===== src/hdl/gepc_pkg.sv =====
package gepc_pkg;

    localparam int MAX_DIM_DEF   = 64;
    localparam int MAX_MOVES_DEF = 64;

    localparam int DIM_W   = 7;
    localparam int START_W = 6;
    localparam int COUNT_W = 30;

    localparam logic [COUNT_W-1:0] MODULUS = 30'd1000000007;

    typedef enum logic [3:0] {
        ST_IDLE,
        ST_SETUP,
        ST_RD_V,
        ST_RD_H,
        ST_ADD_H,
        ST_WR,
        ST_RD_RES,
        ST_CAP_MEM,
        ST_CAP_ONE,
        ST_CAP_ZERO
    } state_t;

    typedef enum logic [1:0] {
        RD_VERT,
        RD_HORZ,
        RD_START
    } rd_sel_t;

    typedef enum logic [1:0] {
        CAP_NONE,
        CAP_ONE,
        CAP_ZERO,
        CAP_MEM
    } cap_sel_t;

    typedef struct packed {
        logic     load;
        logic     init;
        rd_sel_t  rd_sel;
        logic     sum_v;
        logic     sum_h;
        logic     write;
        cap_sel_t cap_sel;
    } cmd_t;

    typedef struct packed {
        logic outside;
        logic budget_zero;
        logic last_cell;
        logic last_layer;
        logic out_free;
    } status_t;

    function automatic logic [COUNT_W-1:0] mod_add(input logic [COUNT_W-1:0] a,
                                                   input logic [COUNT_W-1:0] b);
        logic [COUNT_W:0] s;
        logic [COUNT_W:0] d;
        s = {1'b0, a} + {1'b0, b};
        d = s - {1'b0, MODULUS};
        if (s >= {1'b0, MODULUS})
        begin
            return d[COUNT_W-1:0];
        end
        return s[COUNT_W-1:0];
    endfunction

    // neighbour contribution: off-grid walks exit, layer one sees an empty plane
    function automatic logic [COUNT_W-1:0] nb_value(input logic [COUNT_W-1:0] data,
                                                    input logic on_grid,
                                                    input logic first);
        if (!on_grid)
        begin
            return COUNT_W'(1);
        end
        if (first)
        begin
            return '0;
        end
        return data;
    endfunction

endpackage


===== src/hdl/gepc_ctrl.sv =====
module gepc_ctrl
(
    input  logic             clk,
    input  logic             rst_n,
    input  logic             in_valid,
    output logic             in_stall,
    input  gepc_pkg::status_t status,
    output gepc_pkg::cmd_t    cmd
);

    gepc_pkg::state_t state_reg;
    gepc_pkg::state_t state_next;

    always_ff @(posedge clk or negedge rst_n)
    begin
        if (!rst_n)
        begin
            state_reg <= gepc_pkg::ST_IDLE;
        end
        else
        begin
            state_reg <= state_next;
        end
    end

    always_comb
    begin
        state_next = state_reg;
        case (state_reg)
            gepc_pkg::ST_IDLE:
            begin
                if (in_valid)
                begin
                    state_next = gepc_pkg::ST_SETUP;
                end
            end
            gepc_pkg::ST_SETUP:
            begin
                if (status.outside)
                begin
                    state_next = gepc_pkg::ST_CAP_ONE;
                end
                else if (status.budget_zero)
                begin
                    state_next = gepc_pkg::ST_CAP_ZERO;
                end
                else
                begin
                    state_next = gepc_pkg::ST_RD_V;
                end
            end
            gepc_pkg::ST_RD_V:  state_next = gepc_pkg::ST_RD_H;
            gepc_pkg::ST_RD_H:  state_next = gepc_pkg::ST_ADD_H;
            gepc_pkg::ST_ADD_H: state_next = gepc_pkg::ST_WR;
            gepc_pkg::ST_WR:
            begin
                if (status.last_cell && status.last_layer)
                begin
                    state_next = gepc_pkg::ST_RD_RES;
                end
                else
                begin
                    state_next = gepc_pkg::ST_RD_V;
                end
            end
            gepc_pkg::ST_RD_RES: state_next = gepc_pkg::ST_CAP_MEM;
            gepc_pkg::ST_CAP_MEM,
            gepc_pkg::ST_CAP_ONE,
            gepc_pkg::ST_CAP_ZERO:
            begin
                if (status.out_free)
                begin
                    state_next = gepc_pkg::ST_IDLE;
                end
            end
            default: state_next = gepc_pkg::ST_IDLE;
        endcase
    end

    always_comb
    begin
        in_stall    = 1'b1;
        cmd.load    = 1'b0;
        cmd.init    = 1'b0;
        cmd.rd_sel  = gepc_pkg::RD_VERT;
        cmd.sum_v   = 1'b0;
        cmd.sum_h   = 1'b0;
        cmd.write   = 1'b0;
        cmd.cap_sel = gepc_pkg::CAP_NONE;
        case (state_reg)
            gepc_pkg::ST_IDLE:
            begin
                in_stall = 1'b0;
                cmd.load = in_valid;
            end
            gepc_pkg::ST_SETUP:  cmd.init = 1'b1;
            gepc_pkg::ST_RD_V:   cmd.rd_sel = gepc_pkg::RD_VERT;
            gepc_pkg::ST_RD_H:
            begin
                cmd.rd_sel = gepc_pkg::RD_HORZ;
                cmd.sum_v  = 1'b1;
            end
            gepc_pkg::ST_ADD_H:  cmd.sum_h = 1'b1;
            gepc_pkg::ST_WR:     cmd.write = 1'b1;
            gepc_pkg::ST_RD_RES: cmd.rd_sel = gepc_pkg::RD_START;
            gepc_pkg::ST_CAP_MEM:
            begin
                // keep re-reading the start cell while the output is busy
                cmd.rd_sel = gepc_pkg::RD_START;
                if (status.out_free)
                begin
                    cmd.cap_sel = gepc_pkg::CAP_MEM;
                end
            end
            gepc_pkg::ST_CAP_ONE:
            begin
                if (status.out_free)
                begin
                    cmd.cap_sel = gepc_pkg::CAP_ONE;
                end
            end
            gepc_pkg::ST_CAP_ZERO:
            begin
                if (status.out_free)
                begin
                    cmd.cap_sel = gepc_pkg::CAP_ZERO;
                end
            end
            default: in_stall = 1'b1;
        endcase
    end

endmodule


===== config.mk =====
export PLATFORM = sky130hd
export DESIGN_NAME = gepc_ctrl
export DESIGN_NICKNAME = d
export VERILOG_FILES = /design/src/hdl/gepc_pkg.sv /design/src/hdl/gepc_ctrl.sv
export SDC_FILE = /design/constraint.sdc
export NUM_CORES = 1
export LEC_CHECK = 0
export BUFFER_PORTS_ARGS = -buffer_cell sky130_fd_sc_hd__buf_2
export CAP_MARGIN = 20
export CORE_AREA = 2 2 39 41
export CTS_BUF_LIST = sky130_fd_sc_hd__clkbuf_4 sky130_fd_sc_hd__clkbuf_8
export DETAILED_ROUTE_END_ITERATION = 12
export DIE_AREA = 0 0 41 43
export PLACE_DENSITY = 0.65
export RECOVER_POWER = 100
export SLEW_MARGIN = 20
export SYNTH_ARGS = -nofsm -noshare
export SYNTH_HDL_FRONTEND = slang
export SYNTH_SLANG_ARGS = --single-unit

===== constraint.sdc =====
create_clock -name clk -period 1.26 [get_ports clk]
set_clock_uncertainty 0.15 [all_clocks]
set_input_delay 0.189 -clock clk [delete_from_list [all_inputs] [get_ports clk]]
set_output_delay 0.189 -clock clk [all_outputs]
set_load 0.02 [all_outputs]

After elaboration in Yosys (flattened, before gate mapping)
Index checks and enable logic that the tools add are counted.
{ "word_totals": {"wordCells": 34, "input_bits": 8, "out_inout_bits": 10, "register_bits": 4} }
{ "op_classes": {"mux": 17, "n_reduce_logical": 5, "n_eq_ne": 11} }
{ "ops": {"columns": ["cell", "n"], "rows": [
  ["4-bit one-hot mux with 8 select lines", 1],
  ["4-bit by 3-bit equality test with 1-bit output (second input constant)", 4],
  ["4-bit 2-to-1 mux", 4],
  ["4-bit by 2-bit equality test with 1-bit output (second input constant)", 2],
  ["4-bit equality test (second input constant)", 2],
  ["1-bit 2-to-1 mux", 7],
  ["2-bit one-hot mux with 3 select lines", 1],
  ["4-bit by 1-bit equality test with 1-bit output (second input constant)", 1],
  ["4-bit zero test", 1],
  ["2-bit 2-to-1 mux", 2],
  ["2-bit inequality test (second input constant)", 2],
  ["2-bit one-hot mux with 2 select lines", 1],
  ["3-bit 2-to-1 mux", 1],
  ["3-bit OR reduction", 1],
  ["2-bit AND reduction", 1],
  ["2-bit OR reduction", 1],
  ["1-bit logical AND", 1]
]} }

Logic depth before layout (Yosys ltp)
Gate-level depths: netlist (run 1).
{ "depth": {"word_depth": 4, "mapped_depth": 4, "ltp_nobuf": 3} }

Worst setup path before layout (run 1)
No wires, ideal clock.
{ "synth_path": {"path_type": "reg2out", "start": "register state_reg[1]", "end": "output port cmd[7] (netlist bit)", "path_stages_with_launch": 4, "required_ps": 921, "path_slack_ps": -224, "arrival_time_ps": 1145, "n_path_buf": 1, "path_cell_list": "dfrtp_1 -> buf_6 -> nand2b_1 -> nor3_1"} }
{ "synth_lines": {"columns": ["item", "line", "source"], "rows": [
  ["start, declared", "gepc_ctrl.sv:11", "gepc_pkg::state_t state_reg;"],
  ["start signal, assigned", "gepc_ctrl.sv:18", "state_reg <= gepc_pkg::ST_IDLE;"],
  ["start signal, assigned", "gepc_ctrl.sv:22", "state_reg <= state_next;"],
  ["end, declared", "gepc_ctrl.sv:8", "output gepc_pkg::cmd_t cmd"]
]} }

==> flow_metrics.py, run 1 <==
metrics = {
    "final_layout": {
        "largest_register_ffs": 4,
        "layout_commonest_cell": "buf_4",
        "drive_gt1_share_pct": 80.7,
        "diodes": 0,
        "layout_common_cells": "17 x buf_4, 16 x buf_6, 6 x buf_2",
        "nets": 93,
        "final_area_um2": 850,
        "area_delta_synth_final_pct": 133,
        "final_cells": 99,
    },
    "drt": {
        "dr.pass1.iters": 2,
        "ant_nets": 0,
        "post_drt_wl_per_cell_um": 11.8,
        "drc_errors": 0,
        "viasPerCell": 4.74,
        "via_count": 469,
        "drt_first_iter_violations": 4,
        "wl_um": 1170,
    },
    "placement": {
        "gp_congestion": 0.722,
        "place_area_um2": 604,
        "port-buffer-count": 17,
        "hpwl_um": 784,
        "dp.cells": 85,
    },
    "power_and_ir_drop": {
        "combPwrFrac_pct": 79.4,
        "switching_share_pct": 41.2,
        "p_int_uw": 1390,
        "pwr-share-seq_pct": 13.6,
        "power.density_nw_per_um2": 2790,
        "p_clk_share_pct": 7.0,
        "ir_worst_vdd_mv": 1.43,
        "power_leakage_uw": 0.000376,
        "power.switching_uw": 977,
    },
    "hold_path": {
        "min_from": "status[0]",
        "min_path_cells": 2,
        "hold_class": "primary input to flip-flop",
        "holdPathEnd": "state_reg[0]",
    },
    "logic_synthesis": {
        "synth_top_area_share_pct": 27.4,
        "synthDistinctLibCells": 25,
        "synth_cells": 43,
        "synth_top_cell_by_area": "dfrtp_1",
        "ys_ff_latch": 4,
        "synthesis.area_um2": 365,
        "yosys_warnings": 0,
        "synth.area.top_cells": "dfrtp_1 27%, a211oi_2 6.8%, buf_6 6.2%, a21oi_1 5.5%, nor3_2 5.5%",
        "synth_nets": 51,
        "synth.avg_cell_area_um2": 8.50,
        "ys_seq_area_share_pct": 27.4,
    },
    "floorplanning": {
        "row_count": 14,
        "fp.dieArea_um2": 1760,
        "ios": 18,
        "start_util_pct": 26.4,
        "coreArea_um2": 1380,
        "die_y_um": 43,
        "die_w_um": 41,
    },
    "critical_path": {
        "path_max_fanout": 5,
        "r2r_end": "state_reg[0]",
        "reg2reg_from": "state_reg[2]",
        "critPathRequiredTime_ns": 0.92,
        "path_class": "flip-flop to primary output",
        "r2r_cells": 4,
        "crit_start": "state_reg[2]",
        "endpoint_kind": "primary output",
        "cp-start-kind": "flip-flop",
        "arrival_ns": 1.25,
        "r2r_setup_slack_ns": -0.18,
    },
    "sta": {
        "period_minus_slack_ns": 1.59,
        "setup_viol": 14,
        "slew_headroom_pct": 84.9,
        "period_share_pct": 126,
        "rsz0062_at_grt": "true",
        "fmaxAchievable_mhz": 630,
        "worst_pin_slew_ns": 0.225,
        "fin_ws_ns": -0.328,
        "hold_violations": 0,
        "slew_violations": 0,
    },
    "global_route": {
        "grt_max_degree": 8,
        "met2_usage_pct": 23.4,
        "grt_pass1_vias": 433,
        "grt_pass1_wl_um": 1890,
        "busiest_layer": "met2",
        "grt_usage_pct": 16.0,
        "use_met1_pct": 20.5,
        "overflow": 0,
        "antenna_found_initial": 0,
        "met3_usage_pct": 7.85,
    },
    "clock_tree": {
        "cts.path.max_buffers": 2,
        "numCtsBuffers": 3,
        "root_buffer": "clkbuf_4",
        "path_clk_slew_ns": 0.04,
        "cts_num_sinks": 4,
        "cts_tree": "done",
        "clock_latency_ns": 0.24,
        "h-tree-depth": 1,
    },
    "flow_run": {
        "drv_cap": 0,
    },
    "status": {
        "violations": "setup timing",
        "status": "complete, but fails checks",
    },
}
==> stage by stage <==
step | power (uW) | setup TNS [ns] | setup WS, ns | util [%] | hold WS, ns
after floorplan | 1160 | -0.262 | -0.0736 | - | -0.257
after global placement | 1550 | -1.15 | -0.156 | 43.7 | -0.154
after detailed placement | 1570 | -1.35 | -0.182 | 43.7 | -0.152
after CTS | 2250 | -3.25 | -0.352 | 58.3 | 0.0775
after global routing | 2530 | -3.86 | -0.396 | 61.4 | 0.0808
final | 2370 | -3.14 | -0.328 | 61.4 | 0.0849
==> per-layer routing <==
layer | share of wire, % | wire, um
met1 | 43 | 497
met2 | 52 | 605
met3 | 5.6 | 66
met4 | 0 | 0
met5 | 0 | 0
==> worst max-delay path: stages (launching register included) <==
cell      delay [ns]
dfrtp_2         0.44
buf_6           0.14
nand3b_1        0.16
a21boi_2        0.14
buf_4           0.14
==> Yosys cell counts, drive strengths merged <==
master  number
and3         2
nor2         5
nand3b       1
or3          1
a21boi       1
a32oi        1
o21ai        1
nand2b       2
dfrtp        4
nand2        3
nor3         4
a211oi       2
inv          1
nand4b       1
a21oi        4
nor2b        1
and3b        1
mux2         1
buf          5
a31o         1
o32ai        1
==> repair_timing <==
action,CTS,global route
gates resized for setup,34,9
buffers inserted,8,4
endpoints found under the hold margin,4,0
pin swaps,12,11
cloned,0,0
endpoints found under the setup margin,14,14
hold buffers,1,0
==> final cells by class <==
type	instances	area [um2]
clock buffer	3	22.5
fill	119	534
inverter	1	3.75
multi-input combinational	33	327
sequential	4	105
tap	16	20.0
timing repair buffer	42	372
==> power groups by stage <==
stage	logic, uW	registers [uW]	clock network (uW)
after floorplan	922	237	0
final	1880	322	166
after global routing	2010	337	192
after detailed placement	1260	312	0
after global placement	1240	303	0
after CTS	1750	326	173
==> kinds of logic after synthesis <==
group | after synthesis | synth area share (%)
DFF | 4 | 27.4
AOI/OAI and AO/OA | 11 | 22.9
and+or+nand+nor | 21 | 34.6
muxes | 1 | 3.08
buffers and inverters | 6 | 12.0
==> worst max-delay path by stage <==
stage,end
detailed placement,cmd[7]
global placement,cmd[7]
CTS,cmd[0]
global route,cmd[0]
floorplan,cmd[0]
finish,cmd[0]
Note: power is estimated with default switching activity, not from simulation.
==> run 2: changes to the inputs <==
--- a/config.mk
+++ b/config.mk
@@ -11,7 +11,7 @@
 export CTS_BUF_LIST = sky130_fd_sc_hd__clkbuf_4 sky130_fd_sc_hd__clkbuf_8
 export DETAILED_ROUTE_END_ITERATION = 12
 export DIE_AREA = 0 0 41 43
-export PLACE_DENSITY = 0.65
+export PLACE_DENSITY = 0.63
 export RECOVER_POWER = 100
 export SLEW_MARGIN = 20
 export SYNTH_ARGS = -nofsm -noshare
==> constraint.sdc (replaced) <==
create_clock -name clk -period 1.6 [get_ports clk]
set_clock_uncertainty 0.15 [all_clocks]
set_input_delay 0.24 -clock clk [delete_from_list [all_inputs] [get_ports clk]]
set_output_delay 0.24 -clock clk [all_outputs]
set_load 0.02 [all_outputs]
==> run 2 against run 1 <==
The flow still finishes with violations (setup timing). Clock power down 29%. Total power down 34%. Register-to-register slack better by 0.08 ns. Core utilization down 10 points. Combinational power down 38%. Via count down 5.8%. Global-route usage down 2.0 points. Worst setup slack better by 0.23 ns. Critical path depth up 1. Final area down 16%. Largest cell class is now multi-input gates.
==> flow_metrics.py, run 2 (same netlist as run 1, synthesis figures left out) <==
metrics = {
    "placement": {
        "port-buffer-count": 17,
        "place_area_um2": 460,
        "hpwl_um": 677,
        "gp_congestion": 0.720,
        "post-place-ws_ns": 0.0735,
    },
    "global_route": {
        "overflow": 0,
        "grt_pass1_vias": 411,
        "busiest_layer": "met2",
        "met2_usage_pct": 25.9,
        "antenna_found_initial": 0,
        "met3_usage_pct": 0,
        "grt_pass1_wl_um": 1700,
        "use_met1_pct": 15.4,
        "grt_usage_pct": 14.0,
        "grt_max_degree": 8,
    },
    "floorplanning": {
        "die_w_um": 41,
        "row_count": 14,
        "start_util_pct": 26.4,
        "coreArea_um2": 1380,
        "die_y_um": 43,
        "ios": 18,
        "fp.dieArea_um2": 1760,
    },
    "sta": {
        "slew_headroom_pct": 85.2,
        "slew_violations": 0,
        "setup_viol": 6,
        "rsz0062_at_grt": "true",
        "finalSetupTns_ns": -0.267,
        "fmaxAchievable_mhz": 589,
        "fin_ws_ns": -0.0964,
        "period_share_pct": 106,
        "hold_violations": 0,
        "worst_pin_slew_ns": 0.222,
        "period_minus_slack_ns": 1.70,
    },
    "critical_path": {
        "crit_start": "state_reg[2]",
        "cp-start-kind": "flip-flop",
        "path_class": "flip-flop to flip-flop",
        "r2r_end": "state_reg[0]",
        "r2r_setup_slack_ns": -0.1,
        "critPathRequiredTime_ns": 1.54,
        "crit_end": "state_reg[0]",
        "endpoint_kind": "flip-flop",
        "reg2reg_from": "state_reg[2]",
        "r2r_cells": 5,
        "arrival_ns": 1.64,
        "path_max_fanout": 6,
    },
    "clock_tree": {
        "cts_tree": "done",
        "clock_latency_ns": 0.23,
        "h-tree-depth": 1,
        "cts.path.max_buffers": 2,
        "numCtsBuffers": 3,
        "root_buffer": "clkbuf_4",
        "cts_num_sinks": 4,
        "path_clk_slew_ns": 0.03,
    },
    "drt": {
        "via_count": 442,
        "drc_errors": 0,
        "viasPerCell": 4.75,
        "ant_nets": 0,
        "dr.pass1.iters": 4,
        "post_drt_wl_per_cell_um": 13.2,
        "wl_um": 1230,
        "drt_first_iter_violations": 2,
    },
    "power_and_ir_drop": {
        "power.density_nw_per_um2": 2200,
        "finalPower_uw": 1560,
        "power_leakage_uw": 0.000327,
        "ir_worst_vdd_mv": 0.964,
    },
    "final_layout": {
        "largest_register_ffs": 4,
        "final_area_um2": 711,
        "diodes": 0,
        "fillers": 129,
        "utilization_pct": 51.4,
        "layout_commonest_cell": "buf_4",
        "drive_gt1_share_pct": 74.0,
        "nets": 87,
        "area_delta_synth_final_pct": 94.5,
        "layout_common_cells": "20 x buf_4, 10 x buf_2, 4 x nor2_4, 4 x buf_6, 4 x dfrtp_2",
    },
    "hold_path": {
        "hold_class": "primary input to flip-flop",
        "min_path_cells": 2,
    },
    "status": {
        "status": "complete, but fails checks",
        "violations": "setup timing",
    },
    "flow_run": {
        "drv_cap": 0,
    },
}
## run 2: changes by cell type in the layout (fill, tap and decap cells not counted), moves of 2 or more
cell / change
buf_6: -12
nor3_4: -3
nor3_2: +2
buf_4: +3
a21oi_2: -2
a21oi_1: +2
buf_2: +4
## run 2: stage by stage
step,instances,hold WS [ns]
6_report,93,0.164
5_1_grt,93,0.159
4_1_cts,90,0.149
3_5_place_dp,75,-0.104
3_3_place_gp,75,-0.106
2_1_floorplan,43,-0.206
## run 2: worst min-delay path by stage
stage               startpoint            to  slack (ns)
floorplan                rst_n  state_reg[0]       -0.21
global placement         rst_n  state_reg[1]       -0.11
detailed placement       rst_n  state_reg[2]       -0.10
CTS                  status[0]  state_reg[0]        0.15
global route         status[0]  state_reg[0]        0.16
finish               status[0]  state_reg[0]        0.16
## run 2: where the power goes
group | leakage [uW] | total [uW] | internal (uW) | switching (uW)
Clock | 0.0000138 | 118 | 83.5 | 34.9
Combinational | 0.000268 | 1170 | 620 | 555
Sequential | 0.0000453 | 270 | 162 | 108
Total | 0.000327 | 1560 | 865 | 698
## run 2: per-layer routing
metal	vias up	part of all wire, %
met3	0	1.6
li1	222	-
met4	0	0
met2	4	64
met1	216	35
met5	-	0
## run 2: timing repair
action                                 CTS  global route
buffers inserted                        11             3
endpoints found under the hold margin    4             0
setup endpoints to repair                8             9
pin swaps                                2             6
gates resized for setup                 15            17
hold buffers                             1             0
## run 2: critical path: stages (launching register included)
cell and delay (ns):
dfrtp_2 0.43, buf_2 0.16, buf_4 0.13, or3_1 0.39, a32oi_2 0.20, o32ai_2 0.11
## run 2: area by class of cell
cell class | instances | area (um2) | share of cell area [%]
multi-input combinational | 33 | 300 | 42.3
sequential | 4 | 105 | 14.8
timing repair buffer | 36 | 259 | 36.4
clock buffer | 3 | 22.5 | 3.17
inverter | 1 | 3.75 | 0.528
tap | 16 | 20.0 | 2.82
==> run 3: changes to the inputs <==
--- a/config.mk
+++ b/config.mk
@@ -11,7 +11,7 @@
 export CTS_BUF_LIST = sky130_fd_sc_hd__clkbuf_4 sky130_fd_sc_hd__clkbuf_8
 export DETAILED_ROUTE_END_ITERATION = 12
 export DIE_AREA = 0 0 41 43
-export PLACE_DENSITY = 0.63
+export PLACE_DENSITY = 0.56
 export RECOVER_POWER = 100
 export SLEW_MARGIN = 20
 export SYNTH_ARGS = -nofsm -noshare
==> run 3 against run 2 <==
The run still ends with setup timing left. Via count shrank 10%. Core utilization shrank 12 points. Routed wire length shrank 14%. Total power shrank 25%. Register-to-register slack gained 0.20 ns. Flip-flop and latch count is the same. Die area is the same.
==> flow_metrics.py, run 3 (same netlist as run 1, synthesis figures left out) <==
metrics = {
    "final_layout": {
        "layout_commonest_cell": "buf_2",
        "layout_common_cells": "13 x buf_2, 8 x buf_4, 4 x nor2_1",
        "area_delta_synth_final_pct": 50.7,
        "fillers": 152,
        "drive_gt1_share_pct": 53.6,
        "nets": 79,
        "diodes": 0,
        "largest_register_ffs": 4,
        "final_cells": 85,
        "final_area_um2": 551,
    },
    "floorplanning": {
        "coreArea_um2": 1380,
        "die_y_um": 43,
        "start_util_pct": 26.4,
        "ios": 18,
        "fp.dieArea_um2": 1760,
        "die_w_um": 41,
        "row_count": 14,
    },
    "status": {
        "violations": "setup timing",
        "status": "complete, but fails checks",
    },
    "sta": {
        "fin_ws_ns": -0.0513,
        "period_minus_slack_ns": 1.65,
        "slew_headroom_pct": 80.0,
        "rsz0062_at_grt": "true",
        "setup_viol": 2,
        "period_share_pct": 103,
        "hold_violations": 0,
        "worst_pin_slew_ns": 0.298,
        "fmaxAchievable_mhz": 606,
        "slew_violations": 0,
    },
    "drt": {
        "dr.pass1.iters": 4,
        "wl_um": 1060,
        "via_count": 398,
        "drt_first_iter_violations": 1,
        "ant_nets": 0,
        "viasPerCell": 4.68,
        "drc_errors": 0,
        "post_drt_wl_per_cell_um": 12.4,
    },
    "clock_tree": {
        "clock_latency_ns": 0.24,
        "root_buffer": "clkbuf_4",
        "numCtsBuffers": 3,
        "cts_tree": "done",
        "cts.path.max_buffers": 2,
        "h-tree-depth": 1,
        "path_clk_slew_ns": 0.04,
        "cts_num_sinks": 4,
    },
    "placement": {
        "port-buffer-count": 17,
        "gp_congestion": 0.763,
        "dp.cells": 76,
        "place_area_um2": 468,
        "hpwl_um": 742,
    },
    "critical_path": {
        "critPathRequiredTime_ns": 1.21,
        "arrival_ns": 1.26,
        "worstPathCellList": "and3b_2, a21oi_2, nor2_1, buf_2",
        "path_class": "flip-flop to primary output",
        "path_max_fanout": 7,
        "cp-start-kind": "flip-flop",
        "endpoint_kind": "primary output",
        "slowest_stage": "dfrtp_2",
        "slowest_delay_ns": 0.44,
    },
    "flow_run": {
        "drv_cap": 0,
    },
    "hold_path": {
        "hold_class": "primary input to flip-flop",
    },
    "global_route": {
        "grt_max_degree": 9,
        "overflow": 0,
        "grt_pass1_vias": 362,
        "grt_pass1_wl_um": 1560,
        "grt_usage_pct": 14.0,
        "antenna_found_initial": 0,
    },
    "power_and_ir_drop": {
        "power_leakage_uw": 0.000263,
        "power.density_nw_per_um2": 2130,
        "ir_worst_vdd_mv": 0.503,
        "finalPower_uw": 1170,
    },
}
## run 3: cell types whose count changed in the layout (fill, tap and decap cells not counted), sizes merged
cell	before	now
buf	34	23
clkbuf	4	7
## run 3: report_power, final
part           switching [uW]  total (uW)  leakage [uW]  internal [uW]
Combinational             414         790      0.000202            376
Clock                    45.8         130     0.0000138           84.2
Sequential               92.6         252     0.0000463            159
## run 3: worst paths after layout
check,start,end,slack (ns),cells past startpoint
worst max-delay path,state_reg[3],cmd[1],-0.05,4
worst min-delay path,status[0],state_reg[0],0.16,2
worst max register to register,state_reg[1],state_reg[0],0.10,4
worst min register to register,state_reg[2],state_reg[3],0.46,2
max in group asynchronous,rst_n,state_reg[2],0.89,2
min in group asynchronous,rst_n,state_reg[0],0.21,2
## run 3: timing repair
| action | CTS | global route |
|---|---|---|
| pin swaps | 3 | 2 |
| resized for setup | 8 | 0 |
| buffers inserted | 5 | 0 |
| endpoints found under the hold margin | 4 | 0 |
| setup endpoints to repair | 9 | 7 |
| hold buffers | 1 | 0 |
## run 3: per-layer routing
metal | vias up | track usage (%) | part of all wire, %
li1 | 205 | - | -
met1 | 179 | 15.5 | 45
met2 | 12 | 20.9 | 48
met3 | 2 | 7.85 | 5.7
met4 | 0 | 6.00 | 1.3
met5 | - | 0 | 0
## run 3: critical path, delay by kind of cell (launching register included)
family          cells  cell delay, ns
buf+inv             1            0.16
simple gates        2            0.37
flops               1            0.44
compound gates      1            0.04
## run 3: cell type report
type                    count  area, um2  share of cell area [%]
multi-input cells          33        225                    40.9
well taps                  16       20.0                    3.64
repair buffers             28        175                    31.8
clock buffers               3       22.5                    4.09
flip-flops and latches      4        104                    18.9
inverters                   1       3.75                   0.682
## run 3: per-stage QoR
| stage | utilization (%) | TNS, ns | hold slack (ns) | setup slack, ns |
|---|---|---|---|---|
| floorplan | - | 0 | -0.206 | 0.0651 |
| global placement | 33.8 | 0 | -0.102 | 0.0841 |
| detailed placement | 33.8 | 0 | -0.102 | 0.0599 |
| CTS | 40.5 | -0.155 | 0.162 | -0.0579 |
| global route | 39.8 | -0.516 | 0.170 | -0.119 |
| finish | 39.8 | -0.0769 | 0.164 | -0.0513 |
